--- src/hdl/spq_pkg.sv ---
`timescale 1ns / 1ps

package spq_pkg;

  localparam int unsigned SpqDepth         = 64;
  localparam int unsigned SpqTagWidth      = 32;
  localparam int unsigned SpqPriorityWidth = 32;

  localparam int unsigned KindWidth   = 2;
  localparam int unsigned StatusWidth = 2;

  localparam logic [KindWidth-1:0] KIND_ENQUEUE = 2'd0;
  localparam logic [KindWidth-1:0] KIND_DEQUEUE = 2'd1;
  localparam logic [KindWidth-1:0] KIND_CLEAR   = 2'd2;

  localparam logic [StatusWidth-1:0] STATUS_OK    = 2'd0;
  localparam logic [StatusWidth-1:0] STATUS_EMPTY = 2'd1;
  localparam logic [StatusWidth-1:0] STATUS_FULL  = 2'd2;

  // Shift command broadcast to every cell of the chain.
  typedef struct packed {
    logic enq;
    logic deq;
  } spq_ctrl_t;

endpackage

--- src/hdl/spq_cell.sv ---
`timescale 1ns / 1ps

module spq_cell
  import spq_pkg::*;
#(
  parameter int unsigned TAG_WIDTH      = SpqTagWidth,
  parameter int unsigned PRIORITY_WIDTH = SpqPriorityWidth
) (
  input  logic                      clk_i,
  input  spq_ctrl_t                 ctrl_i,
  input  logic                      occupied_i,
  input  logic [PRIORITY_WIDTH-1:0] new_prio_i,
  input  logic [TAG_WIDTH-1:0]      new_tag_i,
  input  logic                      left_keep_i,
  input  logic [PRIORITY_WIDTH-1:0] left_prio_i,
  input  logic [TAG_WIDTH-1:0]      left_tag_i,
  input  logic [PRIORITY_WIDTH-1:0] right_prio_i,
  input  logic [TAG_WIDTH-1:0]      right_tag_i,
  output logic                      keep_o,
  output logic [PRIORITY_WIDTH-1:0] prio_o,
  output logic [TAG_WIDTH-1:0]      tag_o
);

  logic [PRIORITY_WIDTH-1:0] prio_q, prio_d;
  logic [TAG_WIDTH-1:0]      tag_q, tag_d;

  // Stay put on enqueue only if the stored entry is strictly smaller.
  assign keep_o = occupied_i && ($signed(prio_q) < $signed(new_prio_i));

  always_comb begin
    prio_d = prio_q;
    tag_d  = tag_q;
    if (ctrl_i.enq && !keep_o) begin
      if (left_keep_i) begin
        prio_d = new_prio_i;
        tag_d  = new_tag_i;
      end else begin
        prio_d = left_prio_i;
        tag_d  = left_tag_i;
      end
    end else if (ctrl_i.deq) begin
      prio_d = right_prio_i;
      tag_d  = right_tag_i;
    end
  end

  always_ff @(posedge clk_i) begin
    prio_q <= prio_d;
    tag_q  <= tag_d;
  end

  assign prio_o = prio_q;
  assign tag_o  = tag_q;

endmodule

--- config.mk ---
export PLATFORM = sky130hd
export DESIGN_NAME = spq_cell
export DESIGN_NICKNAME = d
export VERILOG_FILES = /design/src/hdl/spq_pkg.sv /design/src/hdl/spq_cell.sv
export SDC_FILE = /design/constraint.sdc
export NUM_CORES = 1
export LEC_CHECK = 0
export ABC_CLOCK_PERIOD_IN_PS = 5100
export BUFFER_PORTS_ARGS = -buffer_cell sky130_fd_sc_hd__buf_2
export CORE_MARGIN = 2
export CORE_UTILIZATION = 44
export DETAILED_ROUTE_END_ITERATION = 10
export PLACE_DENSITY = 0.82
export SLEW_MARGIN = 25
export SYNTH_ARGS = -nofsm -noshare
export SYNTH_HDL_FRONTEND = slang
export SYNTH_SLANG_ARGS = --single-unit
--- constraint.sdc ---
create_clock -name clk_i -period 5.1 [get_ports clk_i]
set_clock_uncertainty 0.05 [all_clocks]
set_input_delay 0.51 -clock clk_i [delete_from_list [all_inputs] [get_ports clk_i]]
set_output_delay 0.51 -clock clk_i [all_outputs]
set_load 0.1 [all_outputs]
-- After elaboration in Yosys (flattened, before gate mapping)
Cells that the tools add are included.
- $lt $le $gt $ge: 1
- mux-type cells: 6
- reductions and logical operators: 4
- operator list (kind ; count):
    $mux 32 ; 6
    $lt 32x32->1 ; 1
    $logic_and 1x1->1 ; 2
    $reduce_bool 2->1 ; 1
    $logic_not 1->1 ; 1
- register bits: 64
- bits of input ports: 197
- output and inout port bits: 65
- logic and storage cells: 13

-- Longest topological paths before layout
Gate-level depths: netlist of run 1.
- depth in word-level cells: 5
- gate-level depth with buffers: 11
- depth with buffers taken out: 9

-- Worst setup path after synthesis of run 1
Ideal clock, no wire load.
- kind: flip-flop to flip-flop
- from: register prio_q[1] (netlist: prio_o[1])
- to: register prio_q[0] (netlist: prio_o[0]) (enable)
- arrival time: 3978 ps
- required time: 4629 ps
- slack: 651 ps
- cell stages (with the launch flop): 8
- path buffers: 1
- period minus slack after synthesis: 4449 ps
- cell sequence: edfxtp_1 ha_1 a2111oi_0 o31ai_1 a2111o_1 mux2i_1 buf_2 a21o_1
- word-level cells in the longest chain between the ends: 5
- RTL lines (what ; line ; text):
    start, declared ; spq_cell.sv:24 ; logic [PRIORITY_WIDTH-1:0] prio_q, prio_d;
    start signal, assigned ; spq_cell.sv:48 ; prio_q <= prio_d;
    $lt 32x32->1 ; spq_cell.sv:28 ; assign keep_o = occupied_i && ($signed(prio_q) < $signed(new_prio_i));
    $logic_and 1x1->1 ; spq_cell.sv:28 ;
    $logic_not 1->1 ; spq_cell.sv:33 ; if (ctrl_i.enq && !keep_o) begin
    $logic_and 1x1->1 ; spq_cell.sv:33 ;
    $reduce_bool 2->1 (no line) ; -- ;
No other way between the ends.
A chain may end at the register's enable or synchronous reset.

-- Worst setup path after layout of run 1
- from: register prio_q[29] (netlist: prio_o[29])
- to: output port keep_o
- word-level cells in the longest chain between the ends: 2
- RTL lines (what ; line ; text):
    $lt 32x32->1 ; spq_cell.sv:28 ;
    $logic_and 1x1->1 ; spq_cell.sv:28 ;
    end, declared ; spq_cell.sv:19 ; output logic keep_o,
No other way between the ends.

==> results of run 1 <==
==> cells in the mapped netlist (2+ instances only) <==
cell type	count
a21oi_1	77
mux2i_1	65
a31oi_1	64
edfxtp_1	64
inv_1	33
ha_1	31
clkbuf_1	21
buf_2	9
nand2_1	6
nand4_1	6
buf_6	4
a21o_1	3
nand3_1	3
nor2_1	3
o21ai_0	3
o21a_1	2
==> kinds of logic (layout without fill, tap and decap cells) <==
logic type	Yosys count	count (layout)	share of synthesized area, %
DFF	64	64	45.10
AOI/OAI and AO/OA	154	154	20.76
buffers and inverters	68	312	7.046
muxes	65	65	15.27
and+or+nand+nor	23	23	2.731
adders and majority gates	31	31	9.102
==> metal layers <==
layer / track usage (%) / vias up / share of wire [%]
li1: - / 2054 / -
met1: 24.63 / 1910 / 38
met2: 43.27 / 206 / 53
met3: 5.198 / 24 / 6.7
met4: 7.487 / 0 / 2.2
met5: 0 / - / 0
==> cell type report <==
class                           instances  area (um2)  share of cell area, %
Clock inverter                          6       75.07                  1.290
Sequential cell                        64        1922                  33.03
Tap cell                              129       161.4                  2.774
Timing Repair Buffer                  264        1359                  23.35
Multi-Input combinational cell        273        2053                  35.29
Inverter                               33       123.9                  2.129
Clock buffer                            9       123.9                  2.129
==> worst max-delay path: cells and delay by family, from the launching register on <==
kind | cells | cell delay, ns
flip-flops | 1 | 0.42
adder cells (fa/ha/maj) | 1 | 0.35
buffers and inverters | 3 | 0.83
multiplexers | 1 | 0.28
AO/OA/AOI/OAI | 1 | 0.20
AND/OR/NAND/NOR | 3 | 1.00
==> registers in the layout, indices dropped and copies added (netlist names) <==
| signal | cells |
|---|---|
| prio_o | 32 |
| tag_o | 32 |
==> stage by stage <==
stage,std cells,hold slack [ns]
floorplan,405,0.7110
global placement,763,0.8001
detailed placement,763,0.8120
CTS,778,0.4583
global route,778,0.4645
finish,778,0.4786
==> worst paths after layout <==
kind          endpoint  cells after the start
min          tag_o[12]                      3
min reg2reg  prio_o[0]                      4
max reg2reg  tag_o[23]                      8
max             keep_o                      9
==> report_power, final <==
group          internal, mW  leakage, nW  switching, mW
registers             0.680        0.635         0.0310
logic                 0.223         2.14          0.801
clock network         0.266       0.0992          0.183
==> impl_metrics.ini, run 1 <==
[outcome]
status = complete, no violations

[sta]
tns_ns = 0
hold_violations = 0
setup_viol = 0
worst_pin_slew_ns = 1.078
maxSlewViolCount = 0
rsz0062_at_grt = no
max_slew_margin_pct = 28.11
timing.final.crit_share_pct = 78.20
fmax_ghz = 0.2507
postLayoutSetupSlackWorst_ns = 1.112
finalCriticalPeriod_ns = 3.988

[die]
die-area_um2 = 10490
coreArea_um2 = 9328
die_w_um = 102.4
rows = 35
chipHeight_um = 102.4
io-pin-count = 262
initial_core_util_pct = 45.69

[synthesis]
synth_largest_area_cell = edfxtp_1
ys_async_sr_fraction_pct = 0
syn_avg_cell_area_um2 = 10.52
yosys_warnings = 0
syn-num-nets = 633
syn_area_um2 = 4262
synth_area_leaders = edfxtp_1 (45%), mux2i_1 (15%), a31oi_1 (9.4%)
synth.distinct_cells = 27
ys_seq_area_share_pct = 45.10
synth_edf_count = 64
postSynthCellCount = 405
synth-seq-cells = 64
synth_top_area_share_pct = 45.10
synth_ff_type = edfxtp_1

[cells_and_area]
n_antenna_cell = 0
fillerInstances = 769
finalNetCount = 873
syn2layout_area_growth_pct = 36.52
drive_above_1_share_pct = 42.68
layout_common_cells = buf_2 (259), a21oi_1 (77), mux2i_1 (64), a31oi_1 (64), edfxtp_1 (64)
final_cell_area_um2 = 5818
layout_commonest_cell = buf_2
final_util_pct = 62.37

[routing]
drt-initial-drc-count = 144
postRouteWirelength_um = 12720
drc_errors = 0
routed-via-count = 4194
final_antenna_net_count = 0
avgViaCountPerCell = 5.391
wl_per_cell_um = 16.35
first_pass_iters = 4

[power_and_ir_drop]
p_leak_nw = 2.871
ir_drop_uv = 144.7
power.total_mw = 2.184
p_per_area_nw_per_um2 = 375.4

[cts]
hold_buffers = 0
cts_tree = done
numCtsBuffers = 9
clk_pin_slew_ns = 0.07
htreeDepth = 3
post_cts_buffers = 0
clk_path_buf_depth = 2
clock-root-buffer = clkbuf_8
clock_latency_ns = 0.33
cts_resized = 0
clock-sinks = 64

[job]
maxCapViolations = 0

[critical_path]
rrSetupSlack_ns = 1.68
cp.arrival_ns = 3.43
cp_slowest_stage_delay_ns = 0.54
cp-end-kind = primary output
crit_type = reg2out
worst_ep_required_time_ns = 4.54
cp_max_fo = 129
startpoint_type = flip-flop
cp_cell_sequence = ha_1, nand4_1, nor4_1, and3_1, a2111o_1, mux2i_4, buf_12, inv_1, buf_2
rr_startpoint = prio_o[29]
startpoint = prio_o[29]
critPathSlowestCell = nor4_1

[grt]
grtUsageTotal_pct = 22.69
grt_max_degree = 130
antenna_found_initial = 0
grt_pass1_vias = 3896
grt_overflow_total = 0
grt_pass1_wl_um = 18110

[place]
numPortBuffers = 261
gp_congestion = 0.9001
place_area_um2 = 5619
pre_cts_ws_ns = 1.249
post-dp-hpwl_um = 9762

[hold_path]
hold_start = right_tag_i[12]
holdCritPathClass = in2reg
Note: power is estimated with default switching activity, not from simulation.
==> run 2: changes to the inputs <==
--- a/config.mk
+++ b/config.mk
@@ -5,7 +5,7 @@
 export SDC_FILE = /design/constraint.sdc
 export NUM_CORES = 1
 export LEC_CHECK = 0
-export ABC_CLOCK_PERIOD_IN_PS = 5100
+export ABC_CLOCK_PERIOD_IN_PS = 3700
 export BUFFER_PORTS_ARGS = -buffer_cell sky130_fd_sc_hd__buf_2
 export CORE_MARGIN = 2
 export CORE_UTILIZATION = 44
==> constraint.sdc (replaced) <==
create_clock -name clk_i -period 3.7 [get_ports clk_i]
set_clock_uncertainty 0.05 [all_clocks]
set_input_delay 0.37 -clock clk_i [delete_from_list [all_inputs] [get_ports clk_i]]
set_output_delay 0.37 -clock clk_i [all_outputs]
set_load 0.1 [all_outputs]
==> impl_metrics.ini, run 2 (synthesis gave the netlist of run 1 again) <==
[cts]
clk_pin_slew_ns = 0.08
clock_latency_ns = 0.34
cts_resized = 0
cts_tree = done
hold_buffers = 0
htreeDepth = 3
clock-root-buffer = clkbuf_8
clk_path_buf_depth = 2
clock-sinks = 64
post_cts_buffers = 0
numCtsBuffers = 9

[critical_path]
cp_slowest_stage_delay_ns = 0.47
rr_startpoint = prio_o[30]
cp-end-kind = primary output
crit_family = simple AND/OR/NAND/NOR gates
startpoint_type = flip-flop
cp.arrival_ns = 3.03
worst-path-buf-inv = 2
critPathSlowestCell = mux2i_4
crit_type = reg2out
cp_cell_sequence = ha_1, nand4_1, nor4_1, and3_1, a2111o_1, mux2i_4, inv_1, buf_2
cp_max_fo = 10
reg2reg_depth = 8
rrSetupSlack_ns = 0.50
reg2reg_to = prio_o[4]
worst_ep_required_time_ns = 3.28

[routing]
routed-via-count = 4228
postRouteWirelength_um = 12900
drt-initial-drc-count = 145
drc_errors = 0
first_pass_iters = 4
wl_per_cell_um = 16.45
avgViaCountPerCell = 5.393
final_antenna_net_count = 0

[outcome]
status = complete, no violations

[hold_path]
min_to = tag_o[21]
hold_start = right_tag_i[21]
holdCritPathClass = in2reg
holdPathStages = 3

[place]
post-dp-hpwl_um = 10110
gp_congestion = 0.8223
numPortBuffers = 261

[sta]
worst_pin_slew_ns = 0.7844
timing.final.crit_share_pct = 93.16
fmax_ghz = 0.2901
hold_violations = 0
setup_viol = 0
finalCriticalPeriod_ns = 3.447
max_slew_margin_pct = 47.71
rsz0062_at_grt = no
maxSlewViolCount = 0
tns_ns = 0

[die]
io-pin-count = 262
rows = 35
die_w_um = 102.4
chipHeight_um = 102.4
die-area_um2 = 10490
coreArea_um2 = 9328
initial_core_util_pct = 45.69

[grt]
grt_max_degree = 85
antenna_found_initial = 1
grt_pass1_wl_um = 18530
grtUsageTotal_pct = 23.26
grt_overflow_total = 0
grt_pass1_vias = 4012

[power_and_ir_drop]
ir_drop_uv = 170.1
p_leak_nw = 2.906
p_per_area_nw_per_um2 = 520.5

[cells_and_area]
final_util_pct = 63.33
finalNetCount = 877
layout_common_cells = buf_2 (259), a21oi_1 (77), mux2i_1 (64), a31oi_1 (64), edfxtp_1 (64)
drive_above_1_share_pct = 43.58
layout_commonest_cell = buf_2
syn2layout_area_growth_pct = 38.61

[job]
maxCapViolations = 0
[run 2: changes by cell type in the layout (fill, tap and decap cells not counted), sizes merged]
cell      previous run  this run
buf                264       268
clkinvlp             0         2
clkinv               4         3
diode                0         1
[run 2: metal layers]
metal  GRT usage, %  wire, um
met4          9.436       261
met1          25.53      4946
met5              0         0
met2          44.08      6869
met3          4.104       817
[run 2: layout make-up]
class / instances / area (um2)
sequential: 64 / 1922
multi-input combinational: 273 / 2059
tap: 129 / 161.4
clock buffer: 9 / 123.9
inverter: 33 / 123.9
clock inverter: 7 / 96.34
antenna: 1 / 2.502
fill: 797 / 3421
timing repair buffer: 268 / 1418
[run 2: worst min-delay path, delay by kind of cell]
family	cells	cell delay (ns)
buffers and inverters	1	0.07
AO/OA/AOI/OAI	2	0.15
[run 2: metrics by stage]
step	hold WS (ns)	instance area, um2	power (mW)	std cells	setup slack [ns]
after CTS	0.3041	5901	3.088	783	0.2045
final	0.3186	5907	3.075	784	0.2532
after floorplan	0.5710	4269	2.114	405	0.03262
after detailed placement	0.6719	5680	2.422	767	0.3718
after global routing	0.3179	5907	3.199	784	0.06407
after global placement	0.6694	5680	2.390	767	0.5573
[run 2: worst max-delay path by stage]
stage	start	to	slack [ns]	cells past startpoint
after global placement	new_prio_i[1]	prio_o[7]	0.56	9
after detailed placement	new_prio_i[31]	prio_o[7]	0.37	10
final	prio_o[30]	keep_o	0.25	8
after global routing	prio_o[30]	keep_o	0.06	8
after floorplan	prio_o[1]	keep_o	0.03	8
after CTS	prio_o[30]	keep_o	0.20	8
[run 2: where the power goes]
group          switching, mW  internal [mW]
clock network          0.290          0.379
registers             0.0425          0.937
logic                   1.11          0.321
total                   1.44           1.64
==> run 3: changes to the inputs <==
--- a/config.mk
+++ b/config.mk
@@ -5,12 +5,14 @@
 export SDC_FILE = /design/constraint.sdc
 export NUM_CORES = 1
 export LEC_CHECK = 0
-export ABC_CLOCK_PERIOD_IN_PS = 3700
+export ABC_CLOCK_PERIOD_IN_PS = 3100
 export BUFFER_PORTS_ARGS = -buffer_cell sky130_fd_sc_hd__buf_2
+export CELL_PAD_IN_SITES_DETAIL_PLACEMENT = 1
+export CELL_PAD_IN_SITES_GLOBAL_PLACEMENT = 2
 export CORE_MARGIN = 2
-export CORE_UTILIZATION = 44
+export CORE_UTILIZATION = 22
 export DETAILED_ROUTE_END_ITERATION = 10
-export PLACE_DENSITY = 0.82
+export PLACE_DENSITY_LB_ADDON = 0.1
 export SLEW_MARGIN = 25
 export SYNTH_ARGS = -nofsm -noshare
 export SYNTH_HDL_FRONTEND = slang
==> constraint.sdc (replaced) <==
create_clock -name clk_i -period 3.1 [get_ports clk_i]
set_clock_uncertainty 0.05 [all_clocks]
set_input_delay 0.31 -clock clk_i [delete_from_list [all_inputs] [get_ports clk_i]]
set_output_delay 0.31 -clock clk_i [all_outputs]
set_load 0.1 [all_outputs]
==> impl_metrics.ini, run 3 (synthesis gave the netlist of run 1 again) <==
[outcome]
status = complete, no violations

[routing]
drc_errors = 0
first_pass_iters = 4
drt-initial-drc-count = 92
routed-via-count = 4210
final_antenna_net_count = 0
wl_per_cell_um = 17.28
avgViaCountPerCell = 4.556
postRouteWirelength_um = 15960

[cells_and_area]
layout_common_cells = buf_2 (258), a21oi_1 (77), mux2i_1 (64), a31oi_1 (64), edfxtp_1 (64)
syn2layout_area_growth_pct = 48.15
finalNetCount = 882
final_util_pct = 33.53
fillerInstances = 2210
drive_above_1_share_pct = 44.92
layout_commonest_cell = buf_2

[cts]
htreeDepth = 3
cts_tree = done
numCtsBuffers = 9
clock-sinks = 64
clock_latency_ns = 0.33
clk_path_buf_depth = 2
clk_pin_slew_ns = 0.06
clock-root-buffer = clkbuf_16

[die]
rows = 50
die-area_um2 = 20500
chipHeight_um = 143.2
initial_core_util_pct = 22.63
coreArea_um2 = 18830
die_w_um = 143.2
io-pin-count = 262

[sta]
worst_pin_slew_ns = 0.5827
hold_violations = 0
postLayoutSetupSlackWorst_ns = 0.1536
timing.final.crit_share_pct = 95.05
fmax_ghz = 0.3394
setup_viol = 0
whs_ns = 0.2749
maxSlewViolCount = 0
finalCriticalPeriod_ns = 2.946
tns_ns = 0
max_slew_margin_pct = 61.15

[critical_path]
critPathSlowestCell = edfxtp_1
reg2reg_depth = 9
startpoint_type = flip-flop
reg2reg_to = prio_o[9]
rrSetupSlack_ns = 0.19
cp-end-kind = primary output
worst_ep_required_time_ns = 2.74
crit_family = simple AND/OR/NAND/NOR gates
cp.arrival_ns = 2.59
worst-path-buf-inv = 2
cp_cell_sequence = ha_1, nand4_1, nor4_2, and3_1, a2111o_1, mux2i_4, clkinvlp_4, buf_12
rr_startpoint = prio_o[27]
startpoint = prio_o[27]
cp_slowest_stage_delay_ns = 0.39
cp_max_fo = 3
crit_type = reg2out

[grt]
grtUsageTotal_pct = 15.04
grt_pass1_vias = 4453
grt_max_degree = 72
antenna_found_initial = 3
grt_pass1_wl_um = 23400
grt_overflow_total = 0

[hold_path]
hold_start = right_tag_i[22]
min_to = tag_o[22]
holdPathStages = 3
holdCritPathClass = in2reg

[power_and_ir_drop]
p_per_area_nw_per_um2 = 625.3
power.total_mw = 3.948
ir_drop_uv = 254.6
p_leak_nw = 2.986

[job]
maxCapViolations = 0

[place]
pre_cts_ws_ns = -0.03990
gp_congestion = 0.7575
post-dp-hpwl_um = 12500
numPortBuffers = 261
-- run 3: worst reg2reg max path: stages (launching register included) --
cell	delay, ns
edfxtp_1	0.39
ha_1	0.35
nand4_1	0.15
nor4_2	0.34
and3_1	0.22
a2111o_1	0.19
mux2i_4	0.30
buf_6	0.20
a21o_4	0.17
buf_16	0.22
-- run 3: cell type report --
type	count	area, um2	area share [%]
multi-input combinational	273	2110	33.41
sequential	64	1922	30.44
timing repair buffer	273	1528	24.20
tap	260	325.3	5.153
clock buffer	10	229.0	3.627
inverter	33	127.6	2.021
clock inverter	6	60.06	0.9512
antenna	5	12.51	0.1982
-- run 3: timing repair --
action / CTS / global route
hold buffers: 0 / 0
cloned: 0 / 1
setup endpoints to repair: 3 / 122
pin swaps: 0 / 3
setup buffers: 1 / 2
gates resized for setup: 1 / 5
-- run 3: where the power goes --
| group | internal, mW | total [mW] | switching [mW] |
|---|---|---|---|
| Combinational | 0.425 | 1.78 | 1.35 |
| Sequential | 1.12 | 1.18 | 0.0550 |
| Clock | 0.618 | 0.993 | 0.375 |
| Total | 2.16 | 3.95 | 1.78 |
-- run 3: layer usage --
layer | vias up | share of wire [%] | GRT usage (%)
met5 | - | 0.081 | 0
met3 | 15 | 8.9 | 5.701
met1 | 1954 | 40 | 17.21
li1 | 2078 | - | -
met2 | 161 | 49 | 25.71
met4 | 2 | 1.6 | 5.107
-- run 3: how the worst max path moves through the flow --
stage / to / cells past startpoint / slack (ns)
global placement: tag_o[24] / 10 / 0.14
global route: keep_o / 9 / -0.02
finish: keep_o / 8 / 0.15
floorplan: prio_o[0] / 7 / -0.36
detailed placement: prio_o[20] / 11 / -0.04
CTS: keep_o / 8 / 0.04
-- run 3: through the flow --
step | instances | area, um2
3_5_place_dp | 899 | 5927
6_report | 924 | 6314
2_1_floorplan | 405 | 4317
3_3_place_gp | 899 | 5927
4_1_cts | 916 | 6230
5_1_grt | 921 | 6306
